$ cat src/rtl/core/sba_pkg.sv
`default_nettype none
package sba_pkg;

    localparam int unsigned Width = 8;
    localparam int unsigned ValueWidth = 2 * Width;
    localparam int unsigned QueueDepth = 2;

    typedef enum logic [1:0] {
        MODE_ADD = 2'd0,
        MODE_SUB = 2'd1,
        MODE_MUL = 2'd2,
        MODE_DIV = 2'd3
    } t_mode;

    typedef struct packed {
        logic [1:0]              mode;
        logic signed [Width-1:0] operand_a;
        logic signed [Width-1:0] operand_b;
    } t_in_item;

    typedef struct packed {
        logic signed [ValueWidth-1:0] value;
        logic signed [Width-1:0]      remainder;
        logic                         overflow;
        logic                         divide_by_zero;
    } t_out_item;

    // classified request handed from front to back
    typedef struct packed {
        t_mode                   mode;
        logic [Width-1:0]        mag_a;
        logic [Width-1:0]        mag_b;
        logic                    neg_q;
        logic                    neg_r;
        logic signed [Width-1:0] sum;
        logic                    overflow;
        logic                    divide_by_zero;
    } t_work;

    // one pipeline step of multiply or divide
    typedef struct packed {
        logic                    vld;
        t_work                   w;
        logic [ValueWidth-1:0]   acc;
        logic [Width-1:0]        rem;
        logic [Width-1:0]        quo;
    } t_stage;

endpackage
`default_nettype wire

$ cat src/rtl/core/sba_front.sv
`default_nettype none
module sba_front (
    input  wire logic              i_clk,
    input  wire logic              i_rst_n,
    input  wire sba_pkg::t_in_item i_in_data,
    input  wire logic              i_in_valid,
    output logic                   o_in_ready,
    output sba_pkg::t_work         o_work,
    output logic                   o_work_valid,
    input  wire logic              i_work_ready
);

    sba_pkg::t_work w;
    logic [sba_pkg::Width-1:0] ua;
    logic [sba_pkg::Width-1:0] ub;
    logic [sba_pkg::Width-1:0] ob;
    logic [sba_pkg::Width-1:0] s;
    logic sa;
    logic sb;

    always_comb begin
        ua = i_in_data.operand_a;
        ub = i_in_data.operand_b;
        sa = ua[sba_pkg::Width-1];
        sb = ub[sba_pkg::Width-1];
        ob = (i_in_data.mode == sba_pkg::MODE_SUB) ? (~ub + 1'b1) : ub;
        s  = ua + ob;
        w = '0;
        w.mode  = sba_pkg::t_mode'(i_in_data.mode);
        w.mag_a = sa ? (~ua + 1'b1) : ua;
        w.mag_b = sb ? (~ub + 1'b1) : ub;
        w.neg_q = sa ^ sb;
        w.neg_r = sa;
        w.sum   = s;
        unique case (w.mode)
            sba_pkg::MODE_ADD: w.overflow = (sa == sb) && (s[sba_pkg::Width-1] != sa);
            sba_pkg::MODE_SUB: w.overflow = (sa != sb) && (s[sba_pkg::Width-1] != sa);
            sba_pkg::MODE_MUL: w.overflow = 1'b0;
            sba_pkg::MODE_DIV: w.overflow = (ua == {1'b1, {(sba_pkg::Width-1){1'b0}}})
                                            && (ub == '1);
            default: w.overflow = 1'b0;
        endcase
        w.divide_by_zero = (w.mode == sba_pkg::MODE_DIV) && (ub == '0);
    end

    // two-entry queue between front and back
    sba_pkg::t_work r_q [sba_pkg::QueueDepth];
    logic [1:0] r_cnt;
    logic       r_rd;
    logic       r_wr;
    logic       push;
    logic       pop;

    assign o_in_ready   = (r_cnt != 2'(sba_pkg::QueueDepth));
    assign push         = i_in_valid && o_in_ready;
    assign o_work_valid = (r_cnt != '0);
    assign pop          = o_work_valid && i_work_ready;
    assign o_work       = r_q[r_rd];

    always_ff @(posedge i_clk) begin
        if (!i_rst_n) begin
            r_cnt <= '0;
            r_rd  <= 1'b0;
            r_wr  <= 1'b0;
        end else begin
            if (push) begin
                r_wr <= ~r_wr;
            end
            if (pop) begin
                r_rd <= ~r_rd;
            end
            r_cnt <= r_cnt + 2'(push) - 2'(pop);
        end
    end

    always_ff @(posedge i_clk) begin
        if (push) begin
            r_q[r_wr] <= w;
        end
    end

    property p_no_overfill;
        @(posedge i_clk) disable iff (!i_rst_n) r_cnt <= 2'(sba_pkg::QueueDepth);
    endproperty
    a_no_overfill: assert property (p_no_overfill) else $error("queue overfilled");

    property p_cnt_track;
        @(posedge i_clk) disable iff (!i_rst_n)
            (push && !pop) |=> (r_cnt == $past(r_cnt) + 2'd1);
    endproperty
    a_cnt_track: assert property (p_cnt_track) else $error("queue count slip");

    property p_dz_div;
        @(posedge i_clk) disable iff (!i_rst_n)
            w.divide_by_zero |-> (w.mode == sba_pkg::MODE_DIV) && !w.overflow;
    endproperty
    a_dz_div: assert property (p_dz_div) else $error("bad divide flags");

endmodule
`default_nettype wire

$ cat src/rtl/core/sba_back.sv
`default_nettype none
module sba_back (
    input  wire logic               i_clk,
    input  wire logic               i_rst_n,
    input  wire sba_pkg::t_work     i_work,
    input  wire logic               i_work_valid,
    output logic                    o_work_ready,
    output sba_pkg::t_out_item      o_out_data,
    output logic                    o_out_valid,
    input  wire logic               i_out_ready
);

    localparam int unsigned W = sba_pkg::Width;
    localparam int unsigned VW = sba_pkg::ValueWidth;

    // stage 0 holds the entry; stages 1..W each do one multiply/divide step
    sba_pkg::t_stage r_st [W+1];
    sba_pkg::t_stage n_st [W+1];
    logic            adv;
    sba_pkg::t_out_item fin;
    sba_pkg::t_out_item r_out;
    logic               r_out_vld;

    // whole pipe stalls together when the output register is held
    assign adv          = !r_out_vld || i_out_ready;
    assign o_work_ready = adv;

    always_comb begin
        logic [W:0]   trial;
        logic [W-1:0] rsh;
        n_st[0].vld = i_work_valid;
        n_st[0].w   = i_work;
        n_st[0].acc = '0;
        n_st[0].rem = '0;
        n_st[0].quo = '0;
        for (int k = 1; k <= W; k++) begin
            n_st[k] = r_st[k-1];
            if (r_st[k-1].w.mag_b[k-1]) begin
                n_st[k].acc = r_st[k-1].acc + (VW'(r_st[k-1].w.mag_a) << (k-1));
            end
            rsh   = {r_st[k-1].rem[W-2:0], r_st[k-1].w.mag_a[W-k]};
            trial = {r_st[k-1].rem[W-1], rsh} - {1'b0, r_st[k-1].w.mag_b};
            if (!trial[W]) begin
                n_st[k].rem = trial[W-1:0];
                n_st[k].quo = {r_st[k-1].quo[W-2:0], 1'b1};
            end else begin
                n_st[k].rem = rsh;
                n_st[k].quo = {r_st[k-1].quo[W-2:0], 1'b0};
            end
        end
    end

    always_comb begin
        sba_pkg::t_stage l;
        l = r_st[W];
        fin = '0;
        fin.overflow       = l.w.overflow;
        fin.divide_by_zero = l.w.divide_by_zero;
        unique case (l.w.mode)
            sba_pkg::MODE_ADD, sba_pkg::MODE_SUB: fin.value = VW'(l.w.sum);
            sba_pkg::MODE_MUL: fin.value = l.w.neg_q ? (~l.acc + 1'b1) : l.acc;
            sba_pkg::MODE_DIV: begin
                if (!l.w.divide_by_zero) begin
                    fin.value = l.w.neg_q ? (~VW'(l.quo) + 1'b1) : VW'(l.quo);
                    fin.remainder = l.w.neg_r ? (~l.rem + 1'b1) : l.rem;
                end
            end
            default: fin.value = '0;
        endcase
    end

    always_ff @(posedge i_clk) begin
        if (!i_rst_n) begin
            for (int k = 0; k <= W; k++) begin
                r_st[k].vld <= 1'b0;
            end
            r_out_vld <= 1'b0;
        end else if (adv) begin
            for (int k = 0; k <= W; k++) begin
                r_st[k] <= n_st[k];
            end
            r_out_vld <= r_st[W].vld;
            r_out     <= fin;
        end
    end

    assign o_out_data  = r_out;
    assign o_out_valid = r_out_vld;

    property p_hold;
        @(posedge i_clk) disable iff (!i_rst_n)
            (r_out_vld && !i_out_ready) |=> r_out_vld && $stable(r_out);
    endproperty
    a_hold: assert property (p_hold) else $error("result dropped while stalled");

    property p_remz;
        @(posedge i_clk) disable iff (!i_rst_n)
            (r_out_vld && r_out.divide_by_zero) |-> (r_out.value == '0);
    endproperty
    a_remz: assert property (p_remz) else $error("nonzero value on divide by zero");

    property p_adv;
        @(posedge i_clk) disable iff (!i_rst_n)
            (adv && r_st[W].vld) |=> r_out_vld;
    endproperty
    a_adv: assert property (p_adv) else $error("pipe exit lost");

endmodule
`default_nettype wire

$ cat src/rtl/core/signed_byte_alu_core.sv
// Pipeline: an accepted request passes the two-entry queue, then entry, 8 steps, out reg.
// Throughput: one request per cycle while the output is not held; multiply and divide are fully pipelined.
// A held output stalls the whole back pipeline; the two-entry queue absorbs it.
// Reset: synchronous, active low on i_rst_n; clears queue and pipeline valid bits.
`default_nettype none
module signed_byte_alu_core (
    input  wire logic                i_clk,
    input  wire logic                i_rst_n,
    input  wire sba_pkg::t_in_item   i_in_data,
    input  wire logic                i_in_valid,
    output logic                     o_in_ready,
    output sba_pkg::t_out_item       o_out_data,
    output logic                     o_out_valid,
    input  wire logic                i_out_ready
);

    sba_pkg::t_work work;
    logic           work_valid;
    logic           work_ready;

    sba_front u_front (
        .i_clk        (i_clk),
        .i_rst_n      (i_rst_n),
        .i_in_data    (i_in_data),
        .i_in_valid   (i_in_valid),
        .o_in_ready   (o_in_ready),
        .o_work       (work),
        .o_work_valid (work_valid),
        .i_work_ready (work_ready)
    );

    sba_back u_back (
        .i_clk        (i_clk),
        .i_rst_n      (i_rst_n),
        .i_work       (work),
        .i_work_valid (work_valid),
        .o_work_ready (work_ready),
        .o_out_data   (o_out_data),
        .o_out_valid  (o_out_valid),
        .i_out_ready  (i_out_ready)
    );

endmodule
`default_nettype wire
$ cat config.mk
export PLATFORM = sky130hd
export DESIGN_NAME = signed_byte_alu_core
export DESIGN_NICKNAME = d
export VERILOG_FILES = /design/src/rtl/core/sba_pkg.sv /design/src/rtl/core/sba_front.sv /design/src/rtl/core/sba_back.sv /design/src/rtl/core/signed_byte_alu_core.sv
export SDC_FILE = /design/constraint.sdc
export NUM_CORES = 1
export LEC_CHECK = 0
export ABC_AREA = 1
export BUFFER_PORTS_ARGS = -buffer_cell sky130_fd_sc_hd__buf_2
export CORE_MARGIN = 4
export CORE_UTILIZATION = 30
export CTS_CLUSTER_DIAMETER = 150
export DETAILED_ROUTE_END_ITERATION = 8
export GPL_TIMING_DRIVEN = 0
export PLACE_DENSITY = 0.41
export SKIP_LAST_GASP = 1
export SYNTH_ARGS = -nofsm -noshare
export SYNTH_HDL_FRONTEND = slang
export SYNTH_SLANG_ARGS = --single-unit
$ cat constraint.sdc
create_clock -name i_clk -period 11.6 [get_ports i_clk]
set_input_delay 1.16 -clock i_clk [delete_from_list [all_inputs] [get_ports i_clk]]
set_output_delay 1.16 -clock i_clk [all_outputs]
set_load 0.01 [all_outputs]
-- After elaboration in Yosys (flattened, before gate mapping)
Memory sizes are Yosys's and may differ from the RTL's. A register that Yosys moved wholly into a read port is not among the register bits.
Cells that the tools add are included.
- word-level logic and storage cells: 121
- bits in writable memories: 627
- flip-flop bits (word level): 31
- bits of input ports: 22
- memories: 2
- output and inout port bits: 28
- add/subtract/negate cells: 24
- multiplexer cells: 42
- bitwise operators: 18
- reduce and logical (&&, ||, !) cells: 15
- eq/ne operators: 12
- memories (memory ; words ; width ; rd ports ; clocked after Yosys merged registers in ; write ports ; line ; source):
    u_back.r_st ; 9 ; 63 ; 9 ; 0 ; 9 ; sba_back.sv:17 ; sba_pkg::t_stage r_st [W+1];
    u_front.r_q ; 2 ; 30 ; 1 ; 1 ; 1 ; sba_front.sv:47 ; sba_pkg::t_work r_q [sba_pkg::QueueDepth];
- operator list (kind ; count):
    2-to-1 mux 16 bit ; 18
    subtractor 9 x 8 -> 9 bit ; 8
    one-hot mux 16 bit (3 select lines) ; 1
    adder 16 x 1 -> 16 bit, second input constant ; 2
    2-to-1 mux 8 bit ; 4
    adder 8 x 1 -> 8 bit, second input constant ; 3
    2-to-1 mux 24 bit ; 1
    inverter 8 bit ; 3
    2-to-1 mux 1 bit ; 17
    adder 16 x 10 -> 16 bit ; 1
    adder 16 x 11 -> 16 bit ; 1
    adder 16 x 12 -> 16 bit ; 1
    adder 16 x 13 -> 16 bit ; 1
    adder 16 x 14 -> 16 bit ; 1
    adder 16 x 15 -> 16 bit ; 1
    adder 16 x 8 -> 16 bit ; 1
    adder 16 x 9 -> 16 bit ; 1
    equality test 8 bit, second input constant ; 2
    inverter 16 bit ; 1
    inverter 8 -> 16 bit ; 1
    OR 1 bit ; 9
    adder 8 bit ; 1
    equality test 2 bit, second input constant ; 4
    logical NOT 8 bit ; 1
    16 further kinds ; 27

-- Longest topological paths before layout
Gate-level depths: netlist (run 1).
- word-level depth: 7
- gate-level depth with buffers: 16
- mapped depth without buffers: 16

-- Modules after synthesis
A second synthesis (run 1) with hierarchy kept.
- cells, all modules: 3081
- area, all modules: 28986.6 um^2
- by module, submodules not included (module ; cells each ; instances ; area an instance (um^2) ; seq. area each (um^2)):
    sba_back ; 2813 ; 1 ; 25737.2 ; 14674.1
    sba_front ; 268 ; 1 ; 3249.4 ; 1901.8

-- Worst setup path before layout (run 1)
Ideal clock, no wire load.
- kind: input -> register
- start point: input port i_out_ready
- end point: register u_back.r_out (netlist bit u_back.o_out_data[0]) (enable)
- buffers on the path: 2
- library setup time: 0.636 ns
- path slack: 3.919 ns
- stages: 4
- data arrival time: 7.045 ns
- data required time: 10.964 ns
- cells stage by stage: nor2_1 nor2_2 buf_4 buf_2
- longest elaborated chain between the ends: 2
- ends and longest elaborated chain (element ; line ; source):
    from (decl) ; signed_byte_alu_core.sv:14 ; input wire logic i_out_ready
    logical OR 1 bit ; sba_back.sv:25 ; assign adv = !r_out_vld || i_out_ready;
    AND reduction 2 bit (no source line) ; - ;
    to (signal assigned) ; sba_back.sv:83 ; r_out <= fin;
    to (decl) ; sba_back.sv:21 ; sba_pkg::t_out_item r_out;
No other way between the ends.
A chain may end at the register's enable or synchronous reset.

==> metrics.md, run 1 <==
| Metric | Value |
|---|---|
| Critical path class | `in -> reg` |
| Starting density of the core | `between 30% and 40%` |
| RSZ-0062 raised after global routing | `false` |
| Final hold vios | `0` |
| Clock Sinks | `554` |
| CP top delay family | `simple AND/OR/NAND/NOR gates` |
| Hold buffers post-CTS | `0` |
| Iteration-0 DRC Markers | `864` |
| Final Max Tran Viols | `0` |
| Ports | `50` |
| Placement Setup Slack | `7790 ps` |
| H-tree depth | `3` |
| Clock transition at the registers of the reported paths | `60 ps` |
| Vias in the first global route | `a little over 20000` |
| Dpl cells | `about 4400` |
| Share of cells above drive strength 1 | `8.27%` |
| Worst slew pin tran | `about 910 ps` |
| Post-synthesis cell count | `between 3000 and 4000` |
| Reg2Reg Depth | `7` |
| Number of flops mapped to enable cells by yosys | `about 550` |
| Vias/cell | `4.26` |
| Buf/Inv on CP | `3` |
| Num rows | `113` |
| Most common cell on crit path | `nand2_1` |
| Post-synth top cells | `nand2_1 (652), inv_1 (617), edfxtp_1 (548), nor2_1 (533), nand3_1 (154)` |
| Final Skew | `17.2 ps` |
| Die Y | `318 um` |
| CP max FO | `6` |
| CTS tree | `built` |
| Worst setup SP type | `input port` |
| CP endpoint kind | `register` |
| Min Tclk post-route | `~3200 ps` |
| Post-DP HPWL | `47800 um` |
| Avg Cell Area, Syn | `between 9 and 10 um2` |
| DRC viols | `0` |
| Max VDD drop | `0.0910 mV` |
| Final setup violating endpoints | `0` |
| Remaining global-route overflow | `0` |
| Register area share after synthesis | `57.4%` |
| Initial antenna violation count | `0` |
| Leakage | `0.0150 uW` |
| Full die area | `around 100000 um2` |
| Ys flop type | `edfxtp_1` |
| Filler cells | `9837` |
| Cells on Worst Hold Path | `0` |
| Post-CTS Setup Bufs | `0` |
| Final TNS setup | `0 ps` |
| Slew margin rel. | `between 30% and 40%` |
| Num CTS Buffers | `68` |
| Synth Cell Area | `28900 um2` |
| Max Cap Viol | `0` |
| Count leader, synth | `nand2_1` |
| Worst EP arrival | `3510 ps` |
| Drt wl/cell | `14.1 um` |
| Critical Path Slowest Stage Cell | `ha_1` |
| CTS Buffer Depth | `3` |
| CP required | `11930 ps` |
| Max Fclk | `around 310 MHz` |
| Tot Pwr | `5610 uW` |
| Yosys reg bits | `between 500 and 600` |
| Layout net count | `3416` |
| Worst-skew pair later-pin latency | `600 ps` |
| Power Density | `170 nW/um2` |
| Pin count of the biggest net entering global routing | `124` |
| Routability cong. | `0.862` |
| Post-cts sizing count | `0` |
| ANT nets after route | `0` |
| Total Routing Usage GR | `about an eighth` |
| Drt pass-1 iters | `5` |
| Crit. path cell count | `16` |
| Die Width | `318 um` |
| Detailed Route WL | `64500 um` |
| Root Buffer | `clkbuf_16` |
| Ys Warns | `0` |
| Post-synth top area cell | `edfxtp_1` |
| Area grow syn2layout | `14.4%` |
| Tcrit/Tclk final | `a little over a quarter` |
| Final setup margin | `8420 ps` |
| Core outline area | `95300 um2` |
| Outcome | `finished clean` |
| Synth async-reset ratio | `0%` |
| Final Non-Filler Cells | `4566` |
| Hold crit path type | `reg -> reg` |
| Top cells by area, synth | `edfxtp_1 (57%), nand2_1 (8.5%), inv_1 (8.0%)` |
| Port bufs | `just under 50` |
| Top cell type's share of synthesized area | `57.0%` |
| Max incr delay on CP | `340 ps` |
| Routed via count | `19461` |
| Netlist cell types | `41` |
| First-pass GRT wire length | `between 100000 and 150000 um` |
| Critical path, cell by cell | `buf_2, inv_1, ha_1, inv_1, nor3_1, nand3_1, xnor2_1, o21ai_0, ha_1, a21oi_1, a21boi_0, nand2_1, nand2_1, nand2_1, nand2_1, nand2_1` |
state kept, by name (all words and copies together), names as in the netlist, named ones only:
name and count:
u_back.o_out_data 26, u_front.r_rd 1, u_front.r_cnt 2, u_front.r_q 60
u_back.o_out_valid 1, u_back.r_st 462, u_front.r_wr 1
worst reg2reg max path: cells and delay by family, from the launching register on:
kind | cells | cell delay [ps]
AND/OR/NAND/NOR | 2 | 270
flip-flops | 1 | 310
buffers and inverters | 5 | 1670
stage by stage:
step | hold slack (ps) | instance area, um2 | util, %
6_report | 432 | 33000 | 34.7
5_1_grt | 455 | 33000 | 34.7
4_1_cts | 443 | 33000 | 34.7
3_5_place_dp | 432 | 30900 | 32.4
3_3_place_gp | 402 | 30700 | 32.2
2_1_floorplan | 400 | 28900 | -
path summary, 6_finish.rpt:
path / from / endpoint / slack (ps)
worst max-delay path: i_in_data[0] / u_front.r_q[0][1] / 8420
worst max register to register: u_back.o_out_valid / u_back.o_out_data[22] / 8830
worst min register to register: u_back.r_st[0][537] / u_back.o_out_data[1] / 430
worst min-delay path: u_back.r_st[0][537] / u_back.o_out_data[1] / 430
routing by layer:
| metal | global-route usage [%] | wire (um) | up-vias |
|---|---|---|---|
| met1 | 15.1 | 27600 | 8915 |
| met4 | 3.60 | 1560 | 0 |
| met2 | 23.8 | 33300 | 261 |
| li1 | - | - | 10190 |
| met3 | 2.38 | 2060 | 95 |
| met5 | 0 | 0 | - |
placed cells by master, fill, tap and decap left out, drive strengths merged, types with 11 or more instances in the layout:
cell type	synthesis	routed
nand3	159	159
nor2	535	535
a21oi	118	118
nand2	684	684
clkbuf	17	101
o21a	13	13
nand4	27	27
edfxtp	548	548
clkinv	1	27
nor3	15	15
buf	61	115
fa	15	15
xor2	51	51
o21ai	67	67
inv	630	634
ha	131	131
xnor2	11	11
power breakdown:
part           internal (uW)  switching [uW]  leakage (uW)
Sequential              2440            83.0       0.00562
Combinational            350             671       0.00834
Clock                   1240             824       0.00106
Total                   4030            1580        0.0150
kinds of logic after synthesis:
group	synth area share (%)
fa+ha+maj	6.72
xor+xnor	1.88
simple gates	20.1
buf+inv	9.67
compound gates	4.23
flops	57.4
other cells	0.0130
cell type report:
type                    count  area, um2  share of cell area [%]
flip-flops and latches    554      16600                    50.2
multi-input cells        1861       9530                    28.9
inverters                 631       2370                    7.17
clock buffers              84       1800                    5.46
well taps                1265       1580                    4.79
plain buffers              78        434                    1.31
repair buffers             54        375                    1.14
clock inverters            38        359                    1.09
diodes                      1       2.50                 0.00758
Note: power is estimated with default switching activity, not from simulation.
==> inputs of run 2 (changes only) <==
==> constraint.sdc (replaced) <==
create_clock -name i_clk -period 2.93 [get_ports i_clk]
set_input_delay 0.293 -clock i_clk [delete_from_list [all_inputs] [get_ports i_clk]]
set_output_delay 0.293 -clock i_clk [all_outputs]
set_load 0.01 [all_outputs]
==> run 2 against run 1 <==
Core utilization rose by 0.15 points. Cell count is essentially flat. Sequential power grew to 4.0 times the previous value. Combinational power rose to 4.0 times the previous value. Routed wire length is 0.29% higher. Total power increased to 4.0 times the previous value. Register-to-register slack got worse by 8500 ps. Die area did not move.
==> metrics.md, run 2 (synthesized netlist as in run 1, its figures left out) <==
| Metric | Value |
|---|---|
| Area grow syn2layout | `14.9%` |
| Dpl cells | `4442 (-0.023%)` |
| Clock transition at the registers of the reported paths | `60 ps (about the same)` |
| Core outline area | `95300 um2 (unchanged)` |
| Design area | `33200 um2 (+0.43%)` |
| H-tree depth | `3 (unchanged)` |
| WHS Endpoint | `u_front.r_q[1][19]` |
| Final hold vios | `0 (unchanged)` |
| Post-CTS Setup Bufs | `0 (unchanged)` |
| Placement Setup Slack | `-298 ps (-8090 ps)` |
| Top Usage Layer GRT | `met2` |
| Critical path, cell by cell | `dlygate4sd3_1, buf_2, inv_2, nor2_2, buf_4, buf_12, buf_16, clkbuf_16` |
| Met3 usage | `2.36% (-0.019 points)` |
| Post-DP HPWL | `47400 um (-0.94%)` |
| Clock Sinks | `554 (unchanged)` |
| Num rows | `113 (unchanged)` |
| Layout net count | `3421 (+0.15%)` |
| Iteration-0 DRC Markers | `921 (+6.6%)` |
| Routability cong. | `0.867 (+0.65%)` |
| Min Tclk post-route | `2640 ps` |
| Drt wl/cell | `14.2 um (+0.25%)` |
| Worst setup SP type | `input port` |
| Final Max Tran Viols | `0 (unchanged)` |
| Share of cells above drive strength 1 | `8.27% (about the same)` |
| DRC viols | `0 (unchanged)` |
| Full die area | `101000 um2 (unchanged)` |
| Reg2Reg Capture Point | `u_back.r_st[0][277]` |
| Final setup margin | `292 ps (-8130 ps)` |
| Die Width | `318 um (unchanged)` |
| Max Fclk | `379 MHz` |
| Max Cap Viol | `0 (unchanged)` |
| Die Y | `318 um (unchanged)` |
| Vias in the first global route | `20292 (+0.43%)` |
| Detailed Route WL | `64700 um (+0.29%)` |
| Largest Register | `u_back.r_st` |
| First-pass GRT wire length | `105000 um (-0.97%)` |
| Most common cell after layout, fill and taps aside | `nand2_1` |
| CTS tree | `built` |
| Outcome | `finished clean` |
| Pin count of the biggest net entering global routing | `144 (+16%)` |
| ANT nets after route | `0 (unchanged)` |
| Final Non-Filler Cells | `4568 (+0.044%)` |
| CP endpoint kind | `register` |
| ANT cells | `0 (-1)` |
| CP required | `3180 ps (-8750 ps)` |
| Max VDD drop | `0.375 mV (+310%)` |
| M1 GR Usage | `14.9% (-0.28 points)` |
| Final Skew | `24.3 ps (+7.15 ps)` |
| Remaining global-route overflow | `0 (unchanged)` |
| Total Routing Usage GR | `12.7% (-0.12 points)` |
| Worst slew pin tran | `910 ps (-2.53 ps)` |
| Final core area utilization | `34.8% (+0.15 points)` |
| RSZ-0062 raised after global routing | `false` |
| Tcrit/Tclk final | `90.0%` |
| Power Density | `676 nW/um2 (+300%)` |
| Root Buffer | `clkbuf_16` |
| Drt pass-1 iters | `5 (unchanged)` |
| Initial antenna violation count | `0 (unchanged)` |
| Hold Path Origin | `i_in_data[7]` |
| Reg2Reg Depth | `7 (unchanged)` |
| Port bufs | `49 (unchanged)` |
| Leakage | `0.0151 uW (+0.41%)` |
| Critical Path Slowest Stage Cell | `dlygate4sd3_1` |
| Hold WS | `60.0 ps (-372 ps)` |
| FF-to-FF Start | `u_back.o_out_valid` |
| Critical path class | `in -> reg` |
| Placed Area | `30800 um2 (about the same)` |
| R2R setup slack | `350 ps (-8480 ps)` |
| Worst-skew pair later-pin latency | `610 ps (about the same)` |
| Final setup violating endpoints | `0 (unchanged)` |
| Routed via count | `19518 (+0.29%)` |
| Worst EP arrival | `2890 ps (-620 ps)` |
| Starting density of the core | `30.3% (unchanged)` |
| CP max FO | `90 (+84)` |
| Most frequent cells in the layout | `nand2_1 (652), inv_1 (617), edfxtp_1 (548)` |
| Ports | `50 (unchanged)` |
| Grt met2 use | `23.7% (-0.13 points)` |
| CTS Buffer Depth | `3 (unchanged)` |
| Max incr delay on CP | `520 ps (+180 ps)` |
| Hold crit path type | `in -> reg` |
| Cells on Worst Hold Path | `2 (+2)` |
| Num CTS Buffers | `67 (-1.5%)` |
| Vias/cell | `4.27 (+0.25%)` |
| Max reg flops | `462 (unchanged)` |
| Slew margin rel. | `39.2% (+0.17 points)` |
==> run 2: how the worst max path moves through the flow <==
| stage | start | to | slack (ps) | depth (start not counted) |
|---|---|---|---|---|
| CTS | i_rst_n | u_back.r_st[0][399] | 50 | 8 |
| global placement | i_rst_n | u_back.r_st[0][528] | -520 | 6 |
| global route | u_back.o_out_valid | u_back.r_st[0][277] | 120 | 7 |
| finish | i_rst_n | u_back.r_st[0][277] | 290 | 8 |
| floorplan | u_back.o_out_valid | u_back.o_out_data[0] | 440 | 5 |
| detailed placement | i_rst_n | u_back.o_out_data[10] | -300 | 7 |
==> run 2: cell type report <==
| type | instances | area [um2] |
|---|---|---|
| plain buffers | 78 | 439 |
| clock buffers | 89 | 1810 |
| clock inverters | 30 | 410 |
| fillers | 9812 | 62100 |
| inverters | 631 | 2370 |
| multi-input cells | 1861 | 9530 |
| flip-flops and latches | 554 | 16600 |
| well taps | 1265 | 1580 |
| repair buffers | 60 | 455 |
==> run 2: routing by layer <==
metal | routed length, um | share of wire (%)
met1 | 27600 | 43
met2 | 33500 | 52
met3 | 2120 | 3.3
met4 | 1440 | 2.2
met5 | 0 | 0
==> run 2: timing repair <==
action                                  in CTS  in global routing
gates resized for setup                      0                  0
pin swaps                                    0                  0
endpoints found under the setup margin     143                134
endpoints found under the hold margin       12                  0
cloned                                       1                  1
hold buffers                                 5                  0
==> run 2: per-stage QoR <==
step | setup TNS (ps) | power (uW)
detailed placement | -40390 | 14300
floorplan | 0 | 13100
CTS | 0 | 22900
finish | 0 | 22400
global placement | -234660 | 14200
global route | 0 | 23800
==> run 2: report_power, final <==
| group | total (uW) | internal, uW | switching, uW |
|---|---|---|---|
| Clock | 8390 | 5160 | 3230 |
| Combinational | 4060 | 1400 | 2660 |
| Sequential | 10000 | 9670 | 328 |
| Total | 22400 | 16200 | 6220 |
==> run 2: critical path, delay by kind of cell <==
kind                   cells  cell delay, ps
AND/OR/NAND/NOR            1             210
buffers and inverters      7            2310
==> inputs of run 3 (changes only) <==
--- a/config.mk
+++ b/config.mk
@@ -14,6 +14,7 @@
 export GPL_TIMING_DRIVEN = 0
 export PLACE_DENSITY = 0.41
 export SKIP_LAST_GASP = 1
+export SLEW_MARGIN = 20
 export SYNTH_ARGS = -nofsm -noshare
 export SYNTH_HDL_FRONTEND = slang
 export SYNTH_SLANG_ARGS = --single-unit
==> constraint.sdc (replaced) <==
create_clock -name i_clk -period 2.8 [get_ports i_clk]
set_input_delay 0.28 -clock i_clk [delete_from_list [all_inputs] [get_ports i_clk]]
set_output_delay 0.28 -clock i_clk [all_outputs]
set_load 0.01 [all_outputs]
==> run 3 against run 2 <==
First-iteration DRC count is 15% higher. Critical path depth is 7 higher. Cell area is 0.66% lower. Routed wire length is 0.29% lower. Worst hold slack worse by 1.9 ps. Via count is 0.14% higher. Clock skew is 2.5 ps lower. Global-route usage is 0.077 points higher. Largest power group unchanged.
==> metrics.md, run 3 (synthesized netlist as in run 1, its figures left out) <==
| Metric | Value |
|---|---|
| Hold buffers post-CTS | `6 (+1)` |
| CTS Buffer Depth | `3 (unchanged)` |
| Post-CTS Setup Bufs | `0 (unchanged)` |
| Iteration-0 DRC Markers | `1059 (+15%)` |
| Most common cell after layout, fill and taps aside | `nand2_1` |
| Ports | `50 (unchanged)` |
| ANT cells | `0 (unchanged)` |
| Pin count of the biggest net entering global routing | `144 (unchanged)` |
| Vias in the first global route | `20250 (-0.21%)` |
| Worst EP arrival | `2830 ps (-60 ps)` |
| Worst slew pin tran | `753 ps (-157 ps)` |
| Post-DP HPWL | `47500 um (+0.29%)` |
| Worst Setup SP | `i_in_data[17]` |
| Root Buffer | `clkbuf_16` |
| Hold Path Origin | `i_in_data[13]` |
| Area taken by multi-input logic gates | `9530 um2 (unchanged)` |
| Port bufs | `49 (unchanged)` |
| FF-to-FF Start | `u_back.o_out_valid` |
| Tot Pwr | `22800 uW (+1.5%)` |
| FF/Latch Area | `16600 um2 (unchanged)` |
| ANT nets after route | `0 (unchanged)` |
| Leakage | `0.0150 uW (-0.73%)` |
| Final core area utilization | `34.6% (-0.23 points)` |
| Clock transition at the registers of the reported paths | `50 ps (about the same)` |
| CP required | `3120 ps (-60 ps)` |
| R2R setup slack | `320 ps (-30 ps)` |
| Max VDD drop | `0.376 mV (+0.28%)` |
| Filler cells | `9834 (+0.22%)` |
| Layout net count | `3423 (+0.058%)` |
| Final Skew | `21.9 ps (-2.45 ps)` |
| Drt pass-1 iters | `5 (unchanged)` |
| H-tree depth | `3 (unchanged)` |
| Max Fclk | `398 MHz` |
| Design area | `33000 um2 (-0.66%)` |
| RSZ-0062 raised after global routing | `false` |
| Placement Setup Slack | `-170 ps (+127 ps)` |
| Final setup margin | `287 ps (-4.99 ps)` |
| Vias/cell | `4.28 (+0.17%)` |
| Post-cts sizing count | `0 (unchanged)` |
| Reg2Reg Depth | `7 (unchanged)` |
| CP max FO | `10 (-89%)` |
| Share of cells above drive strength 1 | `8.06% (-0.21 points)` |
| Final Max Tran Viols | `0 (unchanged)` |
| Worst-skew pair later-pin latency | `600 ps (about the same)` |
| Most frequent cells in the layout | `nand2_1 (652), inv_1 (617), edfxtp_1 (548)` |
| Final setup violating endpoints | `0 (unchanged)` |
| Tcrit/Tclk final | `between 80% and 90%` |
| Drt wl/cell | `14.1 um (-0.27%)` |
| Final hold vios | `0 (unchanged)` |
| Hold crit path type | `in -> reg` |
| Hold WS | `58.1 ps (-1.92 ps)` |
| Max Cap Viol | `0 (unchanged)` |
| Worst setup SP type | `input port` |
| Clock Sinks | `554 (unchanged)` |
| Outcome | `finished clean` |
| First-pass GRT wire length | `106000 um (+0.44%)` |
| Full die area | `101000 um2 (unchanged)` |
| Remaining global-route overflow | `0 (unchanged)` |
| Starting density of the core | `30.3% (unchanged)` |
| Critical path class | `in -> reg` |
| Placed Area | `30900 um2 (+0.11%)` |
| Num CTS Buffers | `69 (+3.0%)` |
| Initial antenna violation count | `0 (unchanged)` |
| Die Width | `318 um (unchanged)` |
| Min Tclk post-route | `2510 ps` |
| DRC viols | `0 (unchanged)` |
| Area grow syn2layout | `14.1%` |
| Core outline area | `95300 um2 (unchanged)` |
| Slew margin rel. | `49.8% (+11 points)` |
| Max reg flops | `462 (unchanged)` |
| Power Density | `691 nW/um2 (+2.2%)` |
| CTS tree | `built` |
| CP endpoint kind | `register` |
| Routed via count | `19546 (+0.14%)` |
| Largest Register | `u_back.r_st` |
| Cells on Worst Hold Path | `2 (unchanged)` |
| Total Routing Usage GR | `12.8% (+0.077 points)` |
| Detailed Route WL | `64500 um (-0.29%)` |
| Num rows | `113 (unchanged)` |
| Routability cong. | `0.867 (unchanged)` |
| Die Y | `318 um (unchanged)` |
## run 3: cell types whose count changed in the layout (fill, tap and decap cells not counted), sizes merged, moves of 2 or more
cell and change:
bufinv -8, inv +2, clkinv +6, clkbuf -3
## run 3: cell type report
| cell class | count | share of cell area [%] |
|---|---|---|
| Timing Repair Buffer | 60 | 1.34 |
| Clock inverter | 31 | 0.611 |
| Clock buffer | 87 | 5.51 |
| Inverter | 631 | 7.19 |
| Buffer | 78 | 1.33 |
| Multi-Input combinational cell | 1861 | 28.9 |
| Tap cell | 1265 | 4.80 |
| Sequential cell | 554 | 50.3 |
## run 3: stage by stage
step	cells	setup TNS [ps]
CTS	4567	0
floorplan	3124	0
global route	4567	0
finish	4567	0
global placement	4438	-300050
detailed placement	4443	-551
## run 3: critical path, stage by stage
cell and delay [ps]:
dlygate4sd3_1 510, buf_2 160, inv_1 50, nand2_1 170, clkbuf_1 310, o21ai_0 180
ha_1 360, nand2_1 90, nand2_1 70, a21boi_0 240, nand2_1 130, nand2_1 80
nand2_1 50, nand2_1 50, nand2_1 90
## run 3: report_power, final
part | total (uW) | switching (uW) | internal, uW
Combinational | 4260 | 2780 | 1470
Sequential | 10500 | 340 | 10100
Clock | 8060 | 3390 | 4680
## run 3: worst paths after layout
kind / endpoint
setup / recovery: u_front.r_q[1][1]
hold / removal: u_front.r_q[0][27]
setup reg to reg: u_back.r_st[0][528]
hold reg to reg: u_back.o_out_data[1]
## run 3: routing by layer
| metal | wire [um] | global-route usage [%] | vias up |
|---|---|---|---|
| met4 | 1560 | 3.77 | 0 |
| met5 | 0 | 0 | - |
| met3 | 2180 | 2.45 | 113 |
| met1 | 27500 | 15.1 | 8944 |
| li1 | - | - | 10198 |
| met2 | 33200 | 23.6 | 291 |
